--- src/hdl/masked_pixel_average_accumulator_core_macros.svh ---
// Assertion helpers for the pixel averaging core.
`ifndef MASKED_PIXEL_AVERAGE_ACCUMULATOR_CORE_MACROS_SVH
`define MASKED_PIXEL_AVERAGE_ACCUMULATOR_CORE_MACROS_SVH

// same-cycle implication, checked only out of reset
`define MPA_ASSERT_NOW(lbl, ante, cons, msg) \
  lbl: assert property (@(posedge clk) disable iff (!rst_n) (ante) |-> (cons)) \
    else $error(msg);

// next-cycle implication, checked only out of reset
`define MPA_ASSERT_NEXT(lbl, ante, cons, msg) \
  lbl: assert property (@(posedge clk) disable iff (!rst_n) (ante) |=> (cons)) \
    else $error(msg);

`endif

--- src/hdl/mpa_pkg.sv ---
package mpa_pkg;

  typedef enum logic {
    CMD_ACCUM = 1'b0,
    CMD_READ  = 1'b1
  } cmd_t;

  // memory port strobes
  typedef struct packed {
    logic rd_en;
    logic wr_en;
  } mem_ctl_t;

  // divider status
  typedef struct packed {
    logic busy;
    logic done;
  } div_stat_t;

endpackage

--- src/hdl/mpa_div.sv ---
// Restoring divider, one quotient bit per cycle.
module mpa_div #(
  parameter int DVD_W = 24,
  parameter int DVS_W = 9
) (
  input  logic                   clk,
  input  logic                   rst_n,
  input  logic                   start,
  input  logic [DVD_W-1:0]       dividend,
  input  logic [DVS_W-1:0]       divisor,
  output mpa_pkg::div_stat_t     stat,
  output logic [DVD_W-1:0]       quotient
);

  localparam int STEP_W = $clog2(DVD_W + 1);

  logic [DVD_W-1:0]  quo_r;
  logic [DVS_W-1:0]  rem_r;
  logic [DVS_W-1:0]  dvs_r;
  logic [STEP_W-1:0] step_r;
  logic              busy_r;
  logic              done_r;

  logic [DVS_W:0]   shifted;
  logic [DVS_W:0]   diff;
  logic             fits;
  logic [DVS_W-1:0] rem_nxt;

  always_comb begin
    shifted = {rem_r, quo_r[DVD_W-1]};
    fits    = shifted >= {1'b0, dvs_r};
    diff    = shifted - {1'b0, dvs_r};
    // remainder stays below the divisor, so the top bit drops out
    rem_nxt = fits ? diff[DVS_W-1:0] : shifted[DVS_W-1:0];
  end

  always_ff @(posedge clk) begin
    if (!rst_n) begin
      busy_r <= 1'b0;
      done_r <= 1'b0;
    end else begin
      done_r <= 1'b0;
      if (start) begin
        busy_r <= 1'b1;
        step_r <= STEP_W'(DVD_W - 1);
        quo_r  <= dividend;
        rem_r  <= '0;
        dvs_r  <= divisor;
      end else if (busy_r) begin
        quo_r <= {quo_r[DVD_W-2:0], fits};
        rem_r <= rem_nxt;
        if (step_r == '0) begin
          busy_r <= 1'b0;
          done_r <= 1'b1;
        end else begin
          step_r <= step_r - 1'b1;
        end
      end
    end
  end

  assign stat.busy = busy_r;
  assign stat.done = done_r;
  assign quotient  = quo_r;

endmodule

--- config.mk ---
export PLATFORM = sky130hd
export DESIGN_NAME = mpa_div
export DESIGN_NICKNAME = d
export VERILOG_FILES = /design/src/hdl/masked_pixel_average_accumulator_core_macros.svh /design/src/hdl/mpa_pkg.sv /design/src/hdl/mpa_div.sv
export SDC_FILE = /design/constraint.sdc
export NUM_CORES = 1
export LEC_CHECK = 0
export BUFFER_PORTS_ARGS = -buffer_cell sky130_fd_sc_hd__buf_2
export CORE_MARGIN = 3
export CORE_UTILIZATION = 48
export CTS_CLUSTER_DIAMETER = 100
export DETAILED_ROUTE_END_ITERATION = 8
export PLACE_DENSITY = 0.78
export SYNTH_ARGS = -nofsm -noshare
export SYNTH_HDL_FRONTEND = slang
export SYNTH_SLANG_ARGS = --single-unit
--- constraint.sdc ---
create_clock -name clk -period 2.5 [get_ports clk]
set_clock_uncertainty 0.05 [all_clocks]
set_input_delay 0.5 -clock clk [delete_from_list [all_inputs] [get_ports clk]]
set_output_delay 0.5 -clock clk [all_outputs]
set_load 0.03 [all_outputs]
Word-level counts from Yosys, hierarchy flattened
Index checks and enable logic that the tools add are counted.

Register bits: 49. Bits of input ports: 36. Output and inout port bits: 26. Logic and storage cells: 28.

$add $sub $neg: 2. Order comparisons: 1. Eq/ne operators: 1. Muxes and demuxes: 10. Bitwise gates (word level): 2. Reductions and logical operators: 6.

Operators with widths (count): 24-bit two-way mux (2); 9-bit two-way mux (2); 10-bit by 9-bit >= comparator with 1-bit output (1); 5-bit two-way mux (2); 9-bit subtractor (1); 5-bit zero test (1); 5-bit by 1-bit subtractor with 5-bit output, second input constant (1); 1-bit two-way mux (4); 2-bit AND reduction (2); 3-bit AND reduction (1); 3-bit OR reduction (1); 2-bit inequality test, second input constant (1); 1-bit NOT (2); 2-bit nonzero test (1).

Depth between registers and ports, before layout
Gate-level depths: netlist of the first run.

Word-level depth: 4. Mapped depth: 10. Gate-level depth less buffers: 9.

Least setup slack after synthesis of the first run
Ideal clock, no wire load.

Path kind: register to register. Start point: register quo_r[23] (netlist: quotient[23]). End point: register quo_r[0] (netlist: quotient[0]) (data pin). Library setup time: 0.260 ns. Arrival time: 2.352 ns. Data required time: 2.190 ns. Slack: -0.162 ns. Cell stages (with the launch flop): 10. Buffers on the path: 1. Period minus slack after synthesis: 2.662 ns. Cell sequence: edfxtp_1 -> inv_1 -> ha_1 -> inv_1 -> fa_1 -> a21o_1 -> a221oi_4 -> o211ai_2 -> buf_2 -> mux2_2.

Word-level cells in the longest chain between the ends: 3.

RTL lines: start, declared (RTL line mpa_div.sv:17) `logic [DVD_W-1:0] quo_r;`; start signal, assigned (RTL line mpa_div.sv:46) `quo_r <= dividend;`; start signal, assigned (RTL line mpa_div.sv:50) `quo_r <= {quo_r[DVD_W-2:0], fits};`; 10-bit by 9-bit >= comparator with 1-bit output (RTL line mpa_div.sv:31) `fits = shifted >= {1'b0, dvs_r};`; 24-bit two-way mux (RTL line mpa_div.sv:49) `end else if (busy_r) begin`; 24-bit two-way mux (RTL line mpa_div.sv:43) `if (start) begin`.

No other way between the ends. The select of a mux whose other input is x is not followed. A chain may end at the register's enable or synchronous reset.

Worst setup path in the final report of the first run
Same ends and word-level chain as after synthesis.

==> results of run 1 <==
-- worst paths after layout --
path,end,slack [ns],depth (start not counted)
setup / recovery,quotient[0]$_DFFE_PP_,0.05,8
hold / removal,dvs_r[4]$_DFFE_PP_,0.32,1
setup reg to reg,quotient[0]$_DFFE_PP_,0.05,8
hold reg to reg,done_r$_SDFF_PP0_,0.49,1
-- flip-flops by register name, indices dropped and copies added, names as in the netlist --
register / cells
done_r: 1
quotient: 24
busy_r: 1
dvs_r: 9
step_r: 5
rem_r: 9
-- metrics by stage --
stage / instance area [um2] / hold WS (ns)
after detailed placement: 2890 / 0.473
final: 2990 / 0.321
after CTS: 2970 / 0.309
after floorplan: 2500 / 0.454
after global routing: 2990 / 0.300
after global placement: 2890 / 0.466
-- logic make-up after synthesis --
logic type               after synthesis
XOR/XNOR                               5
AND/OR/NAND/NOR                       31
AO/OA/AOI/OAI                         30
buffers and inverters                 23
multiplexers                          28
adder cells (fa/ha/maj)               12
flip-flops                            49
-- repair_timing --
| action | CTS | global route |
|---|---|---|
| endpoints found under the setup margin | 1 | 7 |
| pin swaps | 0 | 6 |
| resized for setup | 1 | 3 |
| setup buffers | 0 | 2 |
| endpoints found under the hold margin | 0 | 0 |
-- cell type report --
class                      instances  area (um2)
clock buffer                       6        72.6
clock inverter                     1        3.75
fill                             397        1890
inverter                          15        56.3
multi-input combinational        106         960
sequential                        49        1450
tap                               67        83.8
timing repair buffer              69         365
-- layout by cell type, fill, tap and decap left out, types with 2 or more instances in the layout --
cell        n
buf_2      61
o2111ai_1   3
and3_1      2
ha_1       10
inv_1      14
a211oi_1    2
o21ai_0     3
mux2_4      2
o21a_1      2
edfxtp_1   47
a21oi_1     4
clkbuf_8    5
mux2_2     23
nand2_1     2
a21boi_0    2
nor2_1     10
a21o_1      5
nand2b_1    4
dfxtp_1     2
mux2i_1     3
xnor2_1     5
nand3_1     5
buf_4       8
-- power by group --
part | internal, uW | leakage, uW | switching (uW)
sequential | 976 | 0.000462 | 29.2
combinational | 191 | 0.000757 | 247
clock | 189 | 0.0000387 | 248
total | 1360 | 0.00126 | 524
-- critical path, cell delays in order (launching register included) --
cell	delay [ns]
edfxtp_1	0.41
inv_1	0.08
ha_2	0.18
inv_2	0.04
fa_2	0.36
a21o_1	0.20
a221oi_4	0.36
o211ai_4	0.22
mux2_4	0.32
-- per-layer routing --
layer / track usage / wire (um) / vias up
li1: - / - / 803
met1: 0.217 / 2020 / 782
met2: 0.268 / 2400 / 61
met3: 0.0499 / 329 / 4
met4: 0.0717 / 63 / 0
met5: 0 / 0 / -
==> run summary, run 1 <==
Slew Viols, Final: 0
Die Ht: 78.0 um
Top Ports: 62
largest family of logic cells by synthesized area: multiplexers
PortBufs: 61
# hold bufs at CTS: 0
Crit Path Class: flop to flop
min-delay src: divisor[4]
multiplexer area fraction after synthesis: 0.127
Syn Inst Count: 178
Reg clk slew, reported paths: 0.09 ns
Initial Utilization: 0.510
WL/cell: 15.4 um
Power Dens Cells: 628 nW/um2
worst vdd ir: 0.000457 V
Slew headroom: 0.691
endpoints failing setup: 0
CP startpoint kind: flop
worst r2r src: quotient[23]$_DFFE_PP_
# placed instances: 304
fin cells: 313
Synth area leaders: edfxtp_1 (57%), mux2_2 (11%), ha_1 (5.5%)
setup ws final: 0.0479 ns
Hold Crit Class: input port to flop
DRT antenna net count: 0
Vias/cell: 5.27
Simple-Gate Fraction of Synth Area: 0.0664
commonest register cell after synthesis: edfxtp_1
GP Congestion: 0.877
Syn Nets: 226
first-pass GRT wire length: 7860 um
setup tns final: 0 ns
final WL: 4820 um
antenna violations before repair: 0
later-pin clock latency in the skew report: 0.30 ns
fmax: 0.408 GHz
Worst EP arrival: 2.46 ns
Die X: 78.0 um
# diodes: 0
clock period minus worst slack: 2.45 ns
Longest Clk Path Bufs: 2
layout cell share with drive strength beyond 1: 0.439
Worst Tran Pin Value: 0.458 ns
Overflow after GRT: 0
Crit. End Element: flop
worst setup slack after placement: -0.0497 ns
router iterations before antenna repair: 5
vias in the first global route: 1,637
yosys warns: 0
most frequent cells after synthesis: edfxtp_1 (47), mux2_2 (24), inv_1 (15)
cts bufs inserted: 5
status: finished clean
crit path from: quotient[23]$_DFFE_PP_
Post-synth EDFFs: 47
TritonCTS clock tree: built
most common cell in the netlist: edfxtp_1
post-synthesis adder-cell area fraction: 0.0633
ys async rst share: 0
CTS HTree Levels: 2
number of max-cap violations: 0
DRC: 0
placed wire-length estimate: 3590 um
Tcrit/Tclk final: 0.981
Total Power: 1880 uW
final hold violation count: 0
Starting DRT DRC Count: 68
post-synth top area share: 0.567
LEAKAGE: 0.00126 uW
core area: 4880 um2
Clock Tree Root: clkbuf_8
Seq/Total Area, Yosys: 0.583
total die area: 6080 um2
critical path fanouts, max: 12
CP required: 2.51 ns
synthesized area: 2490 um2
mean area per synthesized cell: 14.0 um2
GRT Total Usage: 0.169
Util after Layout: 0.613
CTS sink count: 49
Netlist cell types: 42
post-synthesis xor/xnor area fraction: 0.0176
nets@finish: 294
cell row count: 25
RSZ-0062 raised after global routing: yes
biggest area consumer among synthesized cells: edfxtp_1
register bit total from synthesis: 49
Layout area overhead: 20.3%
DR vias: 1,650
largest net degree at the start of global routing: 25
post-synthesis compound-gate area fraction: 0.105
Note: power is estimated with default switching activity, not from simulation.
==> run 2: changes to the inputs <==
--- a/config.mk
+++ b/config.mk
@@ -7,7 +7,7 @@
 export LEC_CHECK = 0
 export BUFFER_PORTS_ARGS = -buffer_cell sky130_fd_sc_hd__buf_2
 export CORE_MARGIN = 3
-export CORE_UTILIZATION = 48
+export CORE_UTILIZATION = 50
 export CTS_CLUSTER_DIAMETER = 100
 export DETAILED_ROUTE_END_ITERATION = 8
 export PLACE_DENSITY = 0.78
==> constraint.sdc (replaced) <==
create_clock -name clk -period 2.65 [get_ports clk]
set_clock_uncertainty 0.05 [all_clocks]
set_input_delay 0.53 -clock clk [delete_from_list [all_inputs] [get_ports clk]]
set_output_delay 0.53 -clock clk [all_outputs]
set_load 0.03 [all_outputs]
==> run 2 against run 1 <==
Compared with the run above:
- flip-flop and latch count unchanged
- setup slack better by 0.074 ns
- sequential share of layout area rose by 0.081 points
- via count is 0.73% lower
- cell count is 0.64% lower
- critical path depth up 1
- combinational power down 6.8%
- design area fell by 0.17%
- power down 0.17%
- clock-buffer cell count is 1 lower
==> run summary, run 2 (synthesis gave the netlist of run 1 again) <==
status: finished clean
Worst Tran Pin Value: 0.707 ns
Die X: 76.6 um
first-pass GRT wire length: 7760 um
fill count: 397
core area: 4750 um2
LEAKAGE: 0.00126 uW
Worst R2R Setup Slack: 0.12 ns
CP required: 2.73 ns
nets@finish: 292
CTS HTree Levels: 2
post-CTS resize count: 0
max reg flops: 24
number of max-cap violations: 0
CTS sink count: 49
vias in the first global route: 1,654
worst-path cell chain: inv_1, ha_1, inv_1, fa_1, a21o_1, a221oi_4, o21bai_2, mux2_4, a311oi_2
critical path fanouts, max: 4
Total Power: 1880 uW
GP Congestion: 0.888
Critical Path Sink: rem_r[8]$_SDFFCE_PP0P_
# hold bufs at CTS: 0
sequential cell area: 1450 um2
Fin Hold WS: 0.349 ns
setup bufs post-CTS: 0
worst r2r src: quotient[23]$_DFFE_PP_
Worst EP arrival: 2.61 ns
total die area: 5860 um2
multi-input logic area: 942 um2
later-pin clock latency in the skew report: 0.30 ns
DR vias: 1,638
worst vdd ir: 0.000430 V
DRT antenna net count: 0
fin cells: 311
# diodes: 0
TritonCTS clock tree: built
PortBufs: 61
cts bufs inserted: 5
Reg2Reg Depth: 9
router iterations before antenna repair: 4
endpoints failing setup: 0
Layout area overhead: 20.1%
final hold violation count: 0
most common cell after layout, fill and taps aside: buf_2
Die Ht: 76.6 um
Reg2Reg Capture Point: rem_r[8]$_SDFFCE_PP0P_
crit path from: quotient[23]$_DFFE_PP_
final WL: 4760 um
Power Dens Cells: 628 nW/um2
WL/cell: 15.3 um
Slew Viols, Final: 0
largest net degree at the start of global routing: 38
cell row count: 25
Crit. End Element: flop
CP startpoint kind: flop
GRT Total Usage: 0.167
Tcrit/Tclk final: 0.954
RSZ-0062 raised after global routing: no
antenna violations before repair: 0
Crit Path Class: flop to flop
Hold Crit Class: input port to flop
Overflow after GRT: 0
Vias/cell: 5.27
Crit path top cell by count: inv_1
CP max stage delay: 0.41 ns
Clock Tree Root: clkbuf_8
DRC: 0
Longest Clk Path Bufs: 2
CP max-delay cell: edfxtp_1
placed wire-length estimate: 3510 um
Initial Utilization: 0.523
fmax: 0.395 GHz
layout cell share with drive strength beyond 1: 0.430
Top Ports: 62
commonest cells after routing, fill and taps aside: buf_2 (61), edfxtp_1 (47), mux2_2 (24)
Reg clk slew, reported paths: 0.09 ns
Slew headroom: 0.524
setup tns final: 0 ns
Starting DRT DRC Count: 115
clock period minus worst slack: 2.53 ns
min-delay src: divisor[1]
# placed instances: 304
[run 2: report_power, final]
part	switching, uW	internal (uW)	total [uW]
clock	245	275	519
sequential	28.7	921	950
combinational	228	180	408
[run 2: worst min-delay path by stage]
stage,to,cells past startpoint
after global placement,done_r$_SDFF_PP0_,1
after detailed placement,done_r$_SDFF_PP0_,1
after CTS,dvs_r[6]$_DFFE_PP_,1
final,dvs_r[1]$_DFFE_PP_,1
after global routing,dvs_r[6]$_DFFE_PP_,1
after floorplan,done_r$_SDFF_PP0_,1
[run 2: stage by stage]
step	util	setup WS, ns	area (um2)
4_1_cts	0.628	0.109	2990
6_report	0.628	0.122	2990
3_5_place_dp	0.607	0.144	2880
2_1_floorplan	-	0.0104	2490
3_3_place_gp	0.607	0.252	2880
5_1_grt	0.628	0.0413	2990
[run 2: per-layer routing]
metal / part of all wire / GRT usage
met5: 0 / 0
met4: 0.017 / 0.0616
met3: 0.046 / 0.0437
met2: 0.50 / 0.275
met1: 0.44 / 0.214
[run 2: layout make-up]
class | count | area share
clock buffers | 5 | 0.0230
clock inverters | 2 | 0.0117
inverters | 15 | 0.0188
multi-input cells | 106 | 0.315
flip-flops and latches | 49 | 0.486
well taps | 67 | 0.0281
repair buffers | 67 | 0.117
[run 2: worst max-delay path, delay by kind of cell (launching register included)]
family,cells,cell delay [ns]
DFF,1,0.41
AOI/OAI and AO/OA,4,0.89
adders and majority gates,2,0.57
muxes,1,0.30
buffers and inverters,2,0.14
==> run 3: changes to the inputs <==
--- a/config.mk
+++ b/config.mk
@@ -6,11 +6,13 @@
 export NUM_CORES = 1
 export LEC_CHECK = 0
 export BUFFER_PORTS_ARGS = -buffer_cell sky130_fd_sc_hd__buf_2
+export CELL_PAD_IN_SITES_DETAIL_PLACEMENT = 1
+export CELL_PAD_IN_SITES_GLOBAL_PLACEMENT = 1
 export CORE_MARGIN = 3
-export CORE_UTILIZATION = 50
+export CORE_UTILIZATION = 42
 export CTS_CLUSTER_DIAMETER = 100
 export DETAILED_ROUTE_END_ITERATION = 8
-export PLACE_DENSITY = 0.78
+export PLACE_DENSITY = 0.8
 export SYNTH_ARGS = -nofsm -noshare
 export SYNTH_HDL_FRONTEND = slang
 export SYNTH_SLANG_ARGS = --single-unit
==> run 3 against run 2 <==
Compared with the run above:
- cell count up 1.9%
- via count down 0.31%
- setup slack better by 0.036 ns
- non-clock buffer count unchanged
- power down 4.7%
- sequential power about the same
- largest power group unchanged
==> run summary, run 3 (synthesis gave the netlist of run 1 again) <==
status: finished clean
total die area: 6880 um2
layout cell share with drive strength beyond 1: 0.424
antenna violations before repair: 0
DRC: 0
RSZ-0062 raised after global routing: no
WL/cell: 16.7 um
vias in the first global route: 1,816
final WL: 5310 um
Util after Layout: 0.532
worst setup slack after placement: 0.0523 ns
CP startpoint kind: flop
CTS sink count: 49
Worst EP arrival: 2.57 ns
Die Ht: 83.0 um
GP Congestion: 0.811
Crit Path Class: flop to flop
PortBufs: 61
setup tns final: 0 ns
# diodes: 0
router iterations before antenna repair: 4
Initial Utilization: 0.444
Starting DRT DRC Count: 74
nets@finish: 292
largest net degree at the start of global routing: 35
Reg clk slew, reported paths: 0.09 ns
cts bufs inserted: 5
core area: 5610 um2
worst-path cell chain: inv_1, ha_1, inv_1, fa_2, a21o_1, a221oi_4, o21bai_2, mux2_4, a311oi_2
placed wire-length estimate: 4020 um
Longest Clk Path Bufs: 2
DRT antenna net count: 0
DR vias: 1,633
Tcrit/Tclk final: 0.940
crit-path leading delay family: compound AO/OA/AOI/OAI gates
setup ws final: 0.158 ns
GRT Total Usage: 0.158
Slew Viols, Final: 0
WP buf/inv: 2
CP required: 2.73 ns
TritonCTS clock tree: built
cell row count: 27
number of max-cap violations: 0
Crit. End Element: flop
clock period minus worst slack: 2.49 ns
Clock Tree Root: clkbuf_8
CTS HTree Levels: 2
LEAKAGE: 0.00125 uW
Layout area overhead: 19.8%
max reg flops: 24
critical path fanouts, max: 3
Die X: 83.0 um
Overflow after GRT: 0
Total Power: 1790 uW
endpoints failing setup: 0
Crit path top cell by count: inv_1
worst vdd ir: 0.000378 V
Slew headroom: 0.455
fmax: 0.401 GHz
Vias/cell: 5.15
final hold violation count: 0
commonest cells after routing, fill and taps aside: buf_2 (61), edfxtp_1 (47), mux2_2 (24)
CP max stage delay: 0.41 ns
most common cell after layout, fill and taps aside: buf_2
CP max-delay cell: edfxtp_1
first-pass GRT wire length: 8910 um
Worst Tran Pin Value: 0.810 ns
Power Dens Cells: 600 nW/um2
Top Ports: 62
Hold Crit Class: input port to flop
later-pin clock latency in the skew report: 0.30 ns
## run 3: cell count changes in the layout (fill, tap and decap cells not counted), sizes merged
| cell | previous run | this run |
|---|---|---|
| clkinv | 1 | 0 |
| bufinv | 1 | 0 |
| clkbuf | 5 | 8 |
## run 3: worst reg2reg max path, delay by kind of cell (launching register included)
kind,cells,cell delay [ns]
mux,1,0.30
fa+ha+maj,2,0.52
compound gates,4,0.90
buf+inv,2,0.14
flops,1,0.41
## run 3: layout make-up
cell class,count,area (um2)
Clock buffer,8,80.1
Fill cell,634,2630
Inverter,15,56.3
Multi-Input combinational cell,106,953
Sequential cell,49,1450
Tap cell,72,90.1
Timing Repair Buffer,67,350
## run 3: power breakdown
group          internal (uW)  switching, uW
logic                    177            234
clock network            188            239
registers                921           28.4
## run 3: metal layers
layer | track usage | wire (um)
met4 | 0.0386 | 65
met2 | 0.264 | 2560
met3 | 0.0526 | 334
met5 | 0 | 0
met1 | 0.199 | 2350
## run 3: worst paths after layout
check	end	slack (ns)	cells after the start	from
hold reg to reg	done_r$_SDFF_PP0_	0.49	1	busy_r$_SDFF_PN0_
setup / recovery	rem_r[8]$_SDFFCE_PP0P_	0.16	9	quotient[23]$_DFFE_PP_
hold / removal	dvs_r[0]$_DFFE_PP_	0.35	1	divisor[0]
setup reg to reg	rem_r[8]$_SDFFCE_PP0P_	0.16	9	quotient[23]$_DFFE_PP_
## run 3: per-stage QoR
step,hold WS (ns),std cells,area (um2)
2_1_floorplan,0.454,178,2490
3_5_place_dp,0.474,308,2880
5_1_grt,0.340,317,2980
4_1_cts,0.343,316,2960
3_3_place_gp,0.469,308,2880
6_report,0.351,317,2980
## run 3: timing repair
item,CTS,global route
hold buffers,0,0
resized for setup,0,2
endpoints found under the setup margin,0,9
buffers inserted,0,1
